--- src/rtl/core/cdbd_pkg.sv ---
// Shared types and constants for the calendar day counter.
// Used by cdbd_cal_unit, cdbd_seq and calendar_days_between_dates_core.
`default_nettype none

package cdbd_pkg;

    // field widths fixed by the date format
    localparam int DAY_BITS   = 5;
    localparam int MONTH_BITS = 4;

    // the Gregorian cycle repeats every 400 years
    localparam int CYCLE_YEARS = 400;
    localparam int Y400_BITS   = 9;

    // month codes used by the calendar logic
    localparam logic [MONTH_BITS-1:0] MONTH_JAN = 4'd1;
    localparam logic [MONTH_BITS-1:0] MONTH_FEB = 4'd2;
    localparam logic [MONTH_BITS-1:0] MONTH_MAR = 4'd3;
    localparam logic [MONTH_BITS-1:0] MONTH_APR = 4'd4;
    localparam logic [MONTH_BITS-1:0] MONTH_MAY = 4'd5;
    localparam logic [MONTH_BITS-1:0] MONTH_JUN = 4'd6;
    localparam logic [MONTH_BITS-1:0] MONTH_JUL = 4'd7;
    localparam logic [MONTH_BITS-1:0] MONTH_AUG = 4'd8;
    localparam logic [MONTH_BITS-1:0] MONTH_SEP = 4'd9;
    localparam logic [MONTH_BITS-1:0] MONTH_OCT = 4'd10;
    localparam logic [MONTH_BITS-1:0] MONTH_NOV = 4'd11;
    localparam logic [MONTH_BITS-1:0] MONTH_DEC = 4'd12;

    // month lengths
    localparam logic [DAY_BITS-1:0] LEN_LONG  = 5'd31;
    localparam logic [DAY_BITS-1:0] LEN_SHORT = 5'd30;
    localparam logic [DAY_BITS-1:0] LEN_FEB   = 5'd28;
    localparam logic [DAY_BITS-1:0] LEN_FEB_L = 5'd29;
    localparam logic [DAY_BITS-1:0] LEN_NONE  = 5'd0;

    // century-year positions within the 400-year cycle, and its last position
    localparam logic [Y400_BITS-1:0] Y400_C1   = 9'd100;
    localparam logic [Y400_BITS-1:0] Y400_C2   = 9'd200;
    localparam logic [Y400_BITS-1:0] Y400_C3   = 9'd300;
    localparam logic [Y400_BITS-1:0] Y400_LAST = 9'd399;

    // sequencer states
    typedef enum logic [6:0] {
        S_IDLE  = 7'b0000001,
        S_RED_S = 7'b0000010,
        S_RED_E = 7'b0000100,
        S_CHK_S = 7'b0001000,
        S_CHK_E = 7'b0010000,
        S_WALK  = 7'b0100000,
        S_DONE  = 7'b1000000
    } t_state;

    // result of the calendar unit for one date
    typedef struct packed {
        logic                  valid;
        logic [DAY_BITS-1:0]   day_next;
        logic [MONTH_BITS-1:0] month_next;
        logic                  year_inc;
        logic [Y400_BITS-1:0]  y400_next;
    } t_cal_res;

    // status from the sequencer to the top level
    typedef struct packed {
        logic idle;
        logic done;
        logic invalid;
    } t_seq_stat;

endpackage

`default_nettype wire

--- src/rtl/core/cdbd_cal_unit.sv ---
// Calendar unit: month length, date check and one-day advance of a date.
// Depends on cdbd_pkg; the year is given as its position in the 400-year cycle.
`default_nettype none

module cdbd_cal_unit
    import cdbd_pkg::*;
(
    input  wire logic [DAY_BITS-1:0]   i_day,
    input  wire logic [MONTH_BITS-1:0] i_month,
    input  wire logic [Y400_BITS-1:0]  i_y400,
    output t_cal_res                   o_res
);

    logic                leap;
    logic [DAY_BITS-1:0] month_len;

    // divisible by 4, and not a century unless divisible by 400
    assign leap = (i_y400[1:0] == 2'b00) &&
                  (i_y400 != Y400_C1) && (i_y400 != Y400_C2) && (i_y400 != Y400_C3);

    // month length, zero for a month code outside the year
    always_comb begin
        case (i_month)
            MONTH_FEB: month_len = leap ? LEN_FEB_L : LEN_FEB;
            MONTH_APR, MONTH_JUN, MONTH_SEP, MONTH_NOV: month_len = LEN_SHORT;
            MONTH_JAN, MONTH_MAR, MONTH_MAY, MONTH_JUL, MONTH_AUG, MONTH_OCT,
            MONTH_DEC: month_len = LEN_LONG;
            default: month_len = LEN_NONE;
        endcase
    end

    // date check and next day
    always_comb begin
        o_res.valid      = (month_len != LEN_NONE) && (i_day != '0) && (i_day <= month_len);
        o_res.day_next   = i_day + DAY_BITS'(1);
        o_res.month_next = i_month;
        o_res.year_inc   = 1'b0;
        o_res.y400_next  = i_y400;
        if (i_day >= month_len) begin
            o_res.day_next = DAY_BITS'(1);
            if (i_month == MONTH_DEC) begin
                o_res.month_next = MONTH_JAN;
                o_res.year_inc   = 1'b1;
                o_res.y400_next  = (i_y400 == Y400_LAST) ? '0 : i_y400 + Y400_BITS'(1);
            end else begin
                o_res.month_next = i_month + MONTH_BITS'(1);
            end
        end
    end

endmodule

`default_nettype wire

--- src/rtl/core/cdbd_seq.sv ---
// Sequencer and working registers: year reduction, date checks, day walk.
// Depends on cdbd_pkg and drives one shared cdbd_cal_unit.
`default_nettype none

module cdbd_seq
    import cdbd_pkg::*;
#(
    parameter int COUNT_BITS = 22,
    parameter int YEAR_BITS  = 14
) (
    input  wire logic                  i_clk,
    input  wire logic                  i_rst_n,
    input  wire logic                  i_start,
    input  wire logic [DAY_BITS-1:0]   i_start_day,
    input  wire logic [MONTH_BITS-1:0] i_start_month,
    input  wire logic [YEAR_BITS-1:0]  i_start_year,
    input  wire logic [DAY_BITS-1:0]   i_end_day,
    input  wire logic [MONTH_BITS-1:0] i_end_month,
    input  wire logic [YEAR_BITS-1:0]  i_end_year,
    input  wire logic                  i_include_end,
    input  wire logic                  i_out_free,
    output t_seq_stat                  o_stat,
    output logic [COUNT_BITS-1:0]      o_count
);

    localparam logic [COUNT_BITS-1:0] COUNT_MAX = '1;
    localparam logic [YEAR_BITS-1:0]  CYCLE_Y   = YEAR_BITS'(CYCLE_YEARS);

    t_state                r_state, n_state;
    logic [DAY_BITS-1:0]   r_day, n_day, r_eday, n_eday;
    logic [MONTH_BITS-1:0] r_month, n_month, r_emonth, n_emonth;
    logic [YEAR_BITS-1:0]  r_year, n_year, r_eyear, n_eyear;
    logic [YEAR_BITS-1:0]  r_rem, n_rem;
    logic [Y400_BITS-1:0]  r_y400, n_y400, r_ey400, n_ey400;
    logic [COUNT_BITS-1:0] r_count, n_count;
    logic                  r_inval, n_inval;

    logic [DAY_BITS-1:0]   u_day;
    logic [MONTH_BITS-1:0] u_month;
    logic [Y400_BITS-1:0]  u_y400;
    t_cal_res              cal;
    logic                  before_end;
    logic                  rem_big;

    // the calendar unit sees the end date only while it is being checked
    assign u_day   = (r_state == S_CHK_E) ? r_eday   : r_day;
    assign u_month = (r_state == S_CHK_E) ? r_emonth : r_month;
    assign u_y400  = (r_state == S_CHK_E) ? r_ey400  : r_y400;

    cdbd_cal_unit u_cal (
        .i_day   (u_day),
        .i_month (u_month),
        .i_y400  (u_y400),
        .o_res   (cal)
    );

    // working date strictly before the end date
    assign before_end = {r_year, r_month, r_day} < {r_eyear, r_emonth, r_eday};
    assign rem_big    = r_rem >= CYCLE_Y;

    // next-state and datapath
    always_comb begin
        n_state  = r_state;
        n_day    = r_day;
        n_month  = r_month;
        n_year   = r_year;
        n_eday   = r_eday;
        n_emonth = r_emonth;
        n_eyear  = r_eyear;
        n_rem    = r_rem;
        n_y400   = r_y400;
        n_ey400  = r_ey400;
        n_count  = r_count;
        n_inval  = r_inval;
        case (r_state)
            S_IDLE: begin
                if (i_start) begin
                    n_day    = i_start_day;
                    n_month  = i_start_month;
                    n_year   = i_start_year;
                    n_eday   = i_end_day;
                    n_emonth = i_end_month;
                    n_eyear  = i_end_year;
                    n_rem    = i_start_year;
                    n_count  = '0;
                    n_inval  = 1'b0;
                    n_state  = S_RED_S;
                end
            end
            S_RED_S: begin
                if (rem_big) begin
                    n_rem = r_rem - CYCLE_Y;
                end else begin
                    n_y400  = r_rem[Y400_BITS-1:0];
                    n_rem   = r_eyear;
                    n_state = S_RED_E;
                end
            end
            S_RED_E: begin
                if (rem_big) begin
                    n_rem = r_rem - CYCLE_Y;
                end else begin
                    n_ey400 = r_rem[Y400_BITS-1:0];
                    n_state = S_CHK_S;
                end
            end
            S_CHK_S: begin
                n_inval = !cal.valid;
                n_state = S_CHK_E;
            end
            S_CHK_E: begin
                if (r_inval || !cal.valid) begin
                    n_inval = 1'b1;
                    n_state = S_DONE;
                end else begin
                    n_state = S_WALK;
                end
            end
            S_WALK: begin
                if (!before_end || (r_count == COUNT_MAX)) begin
                    n_state = S_DONE;
                end else begin
                    n_day   = cal.day_next;
                    n_month = cal.month_next;
                    n_y400  = cal.y400_next;
                    n_year  = cal.year_inc ? r_year + YEAR_BITS'(1) : r_year;
                    n_count = r_count + COUNT_BITS'(1);
                end
            end
            S_DONE: begin
                if (i_out_free) begin
                    n_state = S_IDLE;
                end
            end
            default: n_state = S_IDLE;
        endcase
    end

    // control registers
    always_ff @(posedge i_clk) begin
        if (!i_rst_n) begin
            r_state <= S_IDLE;
            r_count <= '0;
            r_inval <= 1'b0;
        end else begin
            r_state <= n_state;
            r_count <= n_count;
            r_inval <= n_inval;
        end
    end

    // working date registers
    always_ff @(posedge i_clk) begin
        r_day    <= n_day;
        r_month  <= n_month;
        r_year   <= n_year;
        r_eday   <= n_eday;
        r_emonth <= n_emonth;
        r_eyear  <= n_eyear;
        r_rem    <= n_rem;
        r_y400   <= n_y400;
        r_ey400  <= n_ey400;
    end

    // result word: zero for an invalid date, else with the end day added and saturated
    always_comb begin
        if (r_inval) begin
            o_count = '0;
        end else if (i_include_end && (r_count != COUNT_MAX)) begin
            o_count = r_count + COUNT_BITS'(1);
        end else begin
            o_count = r_count;
        end
    end

    assign o_stat.idle    = (r_state == S_IDLE);
    assign o_stat.done    = (r_state == S_DONE) && i_out_free;
    assign o_stat.invalid = r_inval;

`ifndef SYNTHESIS
    // each walk cycle advances the count by exactly one day
    a_walk_count: assert property (@(posedge i_clk) disable iff (!i_rst_n)
        (r_state == S_WALK) && $past(r_state == S_WALK) |->
        r_count == $past(r_count) + COUNT_BITS'(1))
        else $error("walk count did not advance by one");

    // the cycle position stays inside the 400-year cycle while walking
    a_y400_range: assert property (@(posedge i_clk) disable iff (!i_rst_n)
        (r_state == S_WALK) |-> (r_y400 < Y400_BITS'(CYCLE_YEARS)))
        else $error("year cycle position out of range");

    // an invalid date always reports a zero count
    a_inval_zero: assert property (@(posedge i_clk) disable iff (!i_rst_n)
        o_stat.done && o_stat.invalid |-> (o_count == '0))
        else $error("invalid date with nonzero count");

    // the walk only runs on checked dates with a real month
    a_walk_month: assert property (@(posedge i_clk) disable iff (!i_rst_n)
        (r_state == S_WALK) |-> (r_month >= MONTH_JAN) && (r_month <= MONTH_DEC) && !r_inval)
        else $error("walking an unchecked date");
`endif

endmodule

`default_nettype wire

--- src/rtl/core/calendar_days_between_dates_core.sv ---
// Top level of the calendar day counter: handshakes, config register, result word.
// Depends on cdbd_pkg, cdbd_seq and cdbd_cal_unit.
`default_nettype none

// Counts the days from a start date to an end date in the Gregorian calendar
// by stepping a working date forward one day per clock. An item first
// reduces the start year and then the end year into the 400-year leap
// cycle with one subtract per cycle, then checks the start date and then
// the end date, and then walks: the single calendar unit advances the date
// once per cycle, and a final step sees the end. The walked day count,
// before the end day is added, is zero when the end is not after the start
// and is capped at the count's full scale; an invalid date skips the walk.
// The next word is taken in the cycle after the result is loaded.
// o_in_stall is high from the accepted word until its result is handed to
// the output register, which can still hold the previous result while the
// next word is being worked on; a finished result waits, and the input
// stays stalled, while that register holds a word that is not yet taken.
// Invalid months or days give input_invalid with a zero count; the count
// saturates at its maximum, also after the optional end day is added.
module calendar_days_between_dates_core
    import cdbd_pkg::*;
#(
    parameter int COUNT_BITS = 22,
    parameter int YEAR_BITS  = 14
) (
    input  wire logic                  i_clk,
    input  wire logic                  i_rst_n,
    // input word
    input  wire logic                  i_in_valid,
    output logic                       o_in_stall,
    input  wire logic [DAY_BITS-1:0]   i_start_day,
    input  wire logic [MONTH_BITS-1:0] i_start_month,
    input  wire logic [YEAR_BITS-1:0]  i_start_year,
    input  wire logic [DAY_BITS-1:0]   i_end_day,
    input  wire logic [MONTH_BITS-1:0] i_end_month,
    input  wire logic [YEAR_BITS-1:0]  i_end_year,
    // result word
    output logic                       o_out_valid,
    input  wire logic                  i_out_stall,
    output logic [COUNT_BITS-1:0]      o_day_count,
    output logic                       o_input_invalid,
    // config write
    input  wire logic                  i_cfg_valid,
    output logic                       o_cfg_ready,
    input  wire logic                  i_cfg_data
);

    t_seq_stat             stat;
    logic [COUNT_BITS-1:0] seq_count;
    logic                  start;
    logic                  out_free;
    logic                  r_include, r_out_valid;
    logic [COUNT_BITS-1:0] r_count;
    logic                  r_inval;

    assign o_in_stall  = !stat.idle;
    assign start       = i_in_valid && stat.idle;
    assign out_free    = !r_out_valid || !i_out_stall;
    assign o_cfg_ready = 1'b1;

    cdbd_seq #(
        .COUNT_BITS (COUNT_BITS),
        .YEAR_BITS  (YEAR_BITS)
    ) u_seq (
        .i_clk         (i_clk),
        .i_rst_n       (i_rst_n),
        .i_start       (start),
        .i_start_day   (i_start_day),
        .i_start_month (i_start_month),
        .i_start_year  (i_start_year),
        .i_end_day     (i_end_day),
        .i_end_month   (i_end_month),
        .i_end_year    (i_end_year),
        .i_include_end (r_include),
        .i_out_free    (out_free),
        .o_stat        (stat),
        .o_count       (seq_count)
    );

    // config register and result valid
    always_ff @(posedge i_clk) begin
        if (!i_rst_n) begin
            r_include   <= 1'b0;
            r_out_valid <= 1'b0;
        end else begin
            if (i_cfg_valid) begin
                r_include <= i_cfg_data;
            end
            if (stat.done) begin
                r_out_valid <= 1'b1;
            end else if (!i_out_stall) begin
                r_out_valid <= 1'b0;
            end
        end
    end

    // result payload
    always_ff @(posedge i_clk) begin
        if (stat.done) begin
            r_count <= seq_count;
            r_inval <= stat.invalid;
        end
    end

    assign o_out_valid     = r_out_valid;
    assign o_day_count     = r_count;
    assign o_input_invalid = r_inval;

endmodule

`default_nettype wire
--- config.mk ---
export PLATFORM = sky130hd
export DESIGN_NAME = calendar_days_between_dates_core
export DESIGN_NICKNAME = d
export VERILOG_FILES = /design/src/rtl/core/cdbd_pkg.sv /design/src/rtl/core/cdbd_cal_unit.sv /design/src/rtl/core/cdbd_seq.sv /design/src/rtl/core/calendar_days_between_dates_core.sv
export SDC_FILE = /design/constraint.sdc
export NUM_CORES = 1
export LEC_CHECK = 0
export ABC_CLOCK_PERIOD_IN_PS = 4200
export BUFFER_PORTS_ARGS = -buffer_cell sky130_fd_sc_hd__buf_2
export CAP_MARGIN = 20
export CORE_ASPECT_RATIO = 0.7
export CORE_MARGIN = 2
export CORE_UTILIZATION = 45
export DETAILED_ROUTE_END_ITERATION = 7
export GPL_TIMING_DRIVEN = 0
export PLACE_DENSITY = 0.78
export SLEW_MARGIN = 5
export SYNTH_ARGS = -nofsm -noshare
export SYNTH_HDL_FRONTEND = slang
export SYNTH_SLANG_ARGS = --single-unit
--- constraint.sdc ---
create_clock -name i_clk -period 4.2 [get_ports i_clk]
set_input_delay 0.42 -clock i_clk [delete_from_list [all_inputs] [get_ports i_clk]]
set_output_delay 0.42 -clock i_clk [all_outputs]
set_load 0.02 [all_outputs]
==> flow_metrics.py <==
metrics = {
    "run_status": {
        "status": "completed",
    },
    "drt": {
        "drcViolationCount": 0,
        "vias": 7063,
        "drtIter0Drc": 1081,
        "vias_per_cell": 5.99,
        "routedWlPerCell_um": 18.9,
        "ant_nets": 0,
        "drt_wl_total_um": 22300,
        "first_pass_iters": 6,
    },
    "logic_synthesis": {
        "async_flop_share": 0,
        "netlist-cell-type-count": 70,
        "synth_nets": 905,
        "yosysWarningCount": 0,
        "syn_inst": 817,
        "syn_area_mm2": 0.00783,
        "avgSynthCellArea_um2": 9.58,
        "ys_ff_latch": 133,
        "synth.yosys.seq_area_share": 0.469,
        "synth_edf_count": 101,
        "synth-main-ff-cell": "edfxtp_1",
    },
    "placement": {
        "portBuffers": 75,
        "dp_cells": 1127,
        "dpl.hpwl_um": 15800,
        "place_congestion": 0.940,
    },
    "cts": {
        "cts_max_path_buffers": 2,
        "numCtsBuffers": 17,
        "cts_tree": "done",
        "cts_htree_levels": 4,
        "worst_skew_pair.late_latency_ns": 0.43,
        "clk_pin_slew_ns": 0.06,
        "clock_sinks": 133,
        "holdBufCountCts": 0,
        "root_buffer": "clkbuf_16",
    },
    "floorplan": {
        "chipHeight_um": 114,
        "initial_core_util": 0.457,
        "die-area_mm2": 0.0185,
        "fp-row-count": 40,
        "pin_count": 78,
        "die_w_um": 162,
        "placeableCoreArea_mm2": 0.0171,
    },
    "grt": {
        "grt_pass1_vias": 6330,
        "grt_max_degree": 17,
        "grt-ovfl-total": 0,
        "track_usage": 0.239,
        "antenna_found_initial": 0,
        "grt_pass1_wl_um": 34100,
    },
    "setup_path": {
        "arrival_ns": 4.26,
        "critPathMaxStageDelay_ns": 0.44,
        "r2r_slack_ns": 0.11,
        "endpoint_kind": "flop",
        "cp_slowest_cell": "nor3b_4",
        "crit_fanout": 8,
        "worstSetupPathType": "flop to flop",
        "required_ns": 4.37,
        "start_kind": "flop",
        "crit_chain": "nor3b_4, nand2_8, buf_12, mux2i_4, inv_2, ha_2, nor3_4, a311oi_2, o21ai_0, ha_1, a21oi_2, a21boi_1, o32a_1, buf_6, nor2_4, buf_6, a21oi_1, a211oi_2, a21oi_1",
    },
    "power_and_ir_drop": {
        "p_int_mw": 2.75,
        "power.density_mw_per_mm2": 394,
        "p_switching_mw": 1.02,
        "p_leak_nw": 3.74,
        "combPwrFrac": 0.152,
        "p_seq_frac": 0.424,
        "clkPwrFrac": 0.424,
        "vdd_ir_drop_max_uv": 239,
        "power_mw": 3.78,
        "swShare": 0.271,
    },
    "job": {
        "max_cap_violations": 0,
    },
    "sta": {
        "fin_crit_ns": 4.09,
        "setup_violations": 0,
        "rsz0062_at_grt": "false",
        "tightest_slew_ns": 1.02,
        "finalCritPeriodShare": 0.973,
        "finalHoldViolations": 0,
        "finClkSkew_ns": 0.0128,
        "relSlewSlack": 0.317,
        "drv_slew": 0,
        "fmax_mhz": 245,
    },
    "hold_path": {
        "hp-class": "primary input to flop",
    },
    "layout": {
        "stdcell_count": 1179,
        "antennaDiodeCount": 0,
        "layout.nets": 1023,
        "drive_gt1_frac": 0.204,
        "area_delta_synth_final_pct": 22.3,
    },
}
[power groups by stage]
stage               sequential [mW]  clock, mW  combinational, mW
global placement               1.62          0              0.489
detailed placement             1.62          0              0.518
global route                   1.61       1.67              0.628
finish                         1.60       1.60              0.573
floorplan                      1.59          0              0.364
CTS                            1.59       1.61              0.535
[path summary, 6_finish.rpt]
path / start / to / cells past startpoint
min: i_end_year[1] / u_seq.r_eyear[1] / 1
max: u_seq.r_state[5] / u_seq.r_y400[4] / 19
max reg2reg: u_seq.r_state[5] / u_seq.r_y400[4] / 19
min reg2reg: u_seq.r_inval / o_input_invalid / 0
[per-layer routing]
metal | wire length [um] | track usage | part of all wire
met1 | 10200 | 0.361 | 0.46
met2 | 9260 | 0.334 | 0.41
met3 | 2460 | 0.0583 | 0.11
met4 | 417 | 0.0814 | 0.019
met5 | 0 | 0 | 0
[logic make-up after synthesis]
logic type / share of synthesized area
other: 0.000479
AOI/OAI and AO/OA: 0.160
adders and majority gates: 0.0575
buffers and inverters: 0.0417
and+or+nand+nor: 0.204
xor gates and xnor gates: 0.0380
DFF: 0.469
muxes: 0.0291
[timing repair]
item                       4_1_cts  5_1_grt
hold endpoints to repair         0        0
buffers inserted                 3       16
pin swaps                        2       12
cloned                           0        3
resized for setup               23       33
setup endpoints to repair       35       33
[worst max-delay path: cells and delay by family, from the launching register on]
| kind | cells | cell delay [ns] |
|---|---|---|
| multiplexers | 1 | 0.20 |
| buffers and inverters | 4 | 0.57 |
| AO/OA/AOI/OAI | 8 | 1.29 |
| AND/OR/NAND/NOR | 4 | 0.73 |
| adder cells (fa/ha/maj) | 2 | 0.60 |
| flip-flops | 1 | 0.39 |
[cells in the mapped netlist, drive strengths merged (4+ instances only)]
| cell type | n | area share |
|---|---|---|
| nand2b | 5 | 0.0040 |
| nand3 | 36 | 0.023 |
| dfxtp | 32 | 0.082 |
| a21oi | 57 | 0.036 |
| o211ai | 6 | 0.0058 |
| nor3b | 8 | 0.0083 |
| clkbuf | 24 | 0.012 |
| nand4b | 4 | 0.0045 |
| nand2 | 99 | 0.048 |
| o21ai | 63 | 0.040 |
| nor4 | 9 | 0.013 |
| o21a | 4 | 0.0038 |
| and2 | 5 | 0.0040 |
| edfxtp | 101 | 0.39 |
| and3 | 9 | 0.0072 |
| xor2 | 19 | 0.021 |
| inv | 36 | 0.017 |
| o2111ai | 4 | 0.0045 |
| nor2 | 64 | 0.032 |
| or3 | 25 | 0.020 |
| o41ai | 4 | 0.0045 |
| a22oi | 6 | 0.0058 |
| buf | 13 | 0.012 |
| ha | 36 | 0.058 |
| a211oi | 5 | 0.0048 |
| nand4 | 11 | 0.0088 |
| nand3b | 4 | 0.0038 |
| a22o | 6 | 0.0067 |
| nor3 | 21 | 0.013 |
| mux2i | 16 | 0.020 |
| a31oi | 12 | 0.0096 |
| a21o | 7 | 0.0067 |
| nor2b | 4 | 0.0032 |
| xnor2 | 15 | 0.017 |
| mux2 | 6 | 0.0086 |
[registers in the layout, summed over array words and instances (netlist names), 4 cells and up]
signal,count
o_day_count,22
u_seq.r_rem,14
u_seq.r_state,7
u_seq.r_ey400,9
u_seq.r_eyear,14
u_seq.r_y400,9
u_seq.r_month,4
u_seq.r_eday,5
u_seq.r_year,14
u_seq.r_day,5
u_seq.r_emonth,4
u_seq.r_count,22
[cell usage in the layout, fill, tap and decap left out, drive strengths merged, types with 5 or more instances in the layout]
cell,netlist,routed
and3,9,9
a31oi,12,12
edfxtp,101,101
nor3,21,21
nor2,64,64
a21o,7,7
or3,25,25
a21oi,57,57
nor4,9,9
a211oi,5,5
mux2,6,6
o211ai,6,6
xor2,19,19
nand4,11,11
mux2i,16,16
o21ai,63,63
clkbuf,24,42
nand2,99,100
a22o,6,6
inv,36,40
nor3b,8,8
dfxtp,32,32
xnor2,15,15
ha,36,36
buf,13,111
nand3,36,36
nand2b,5,5
a22oi,6,6
clkinv,1,5
and2,5,5
[cell type report]
class,count,area (um2)
buffer,35,203
fill,1493,7540
multi-input combinational,611,4020
clock inverter,14,199
tap,231,289
sequential,133,3680
timing repair buffer,100,619
inverter,37,139
clock buffer,18,429
[per-stage QoR]
step / util / TNS [ns] / hold WS [ns] / worst slack (ns) / instance area [um2]
6_report: 0.560 / 0 / 0.155 / 0.112 / 9580
3_5_place_dp: 0.500 / -26.73 / 0.463 / -1.06 / 8550
3_3_place_gp: 0.496 / -22.97 / 0.464 / -0.951 / 8490
5_1_grt: 0.560 / 0 / 0.143 / 0.00473 / 9580
4_1_cts: 0.543 / 0 / 0.150 / 0.00484 / 9290
2_1_floorplan: - / 0 / 0.406 / 0.000910 / 7830
Note: power is estimated with default switching activity, not from simulation.
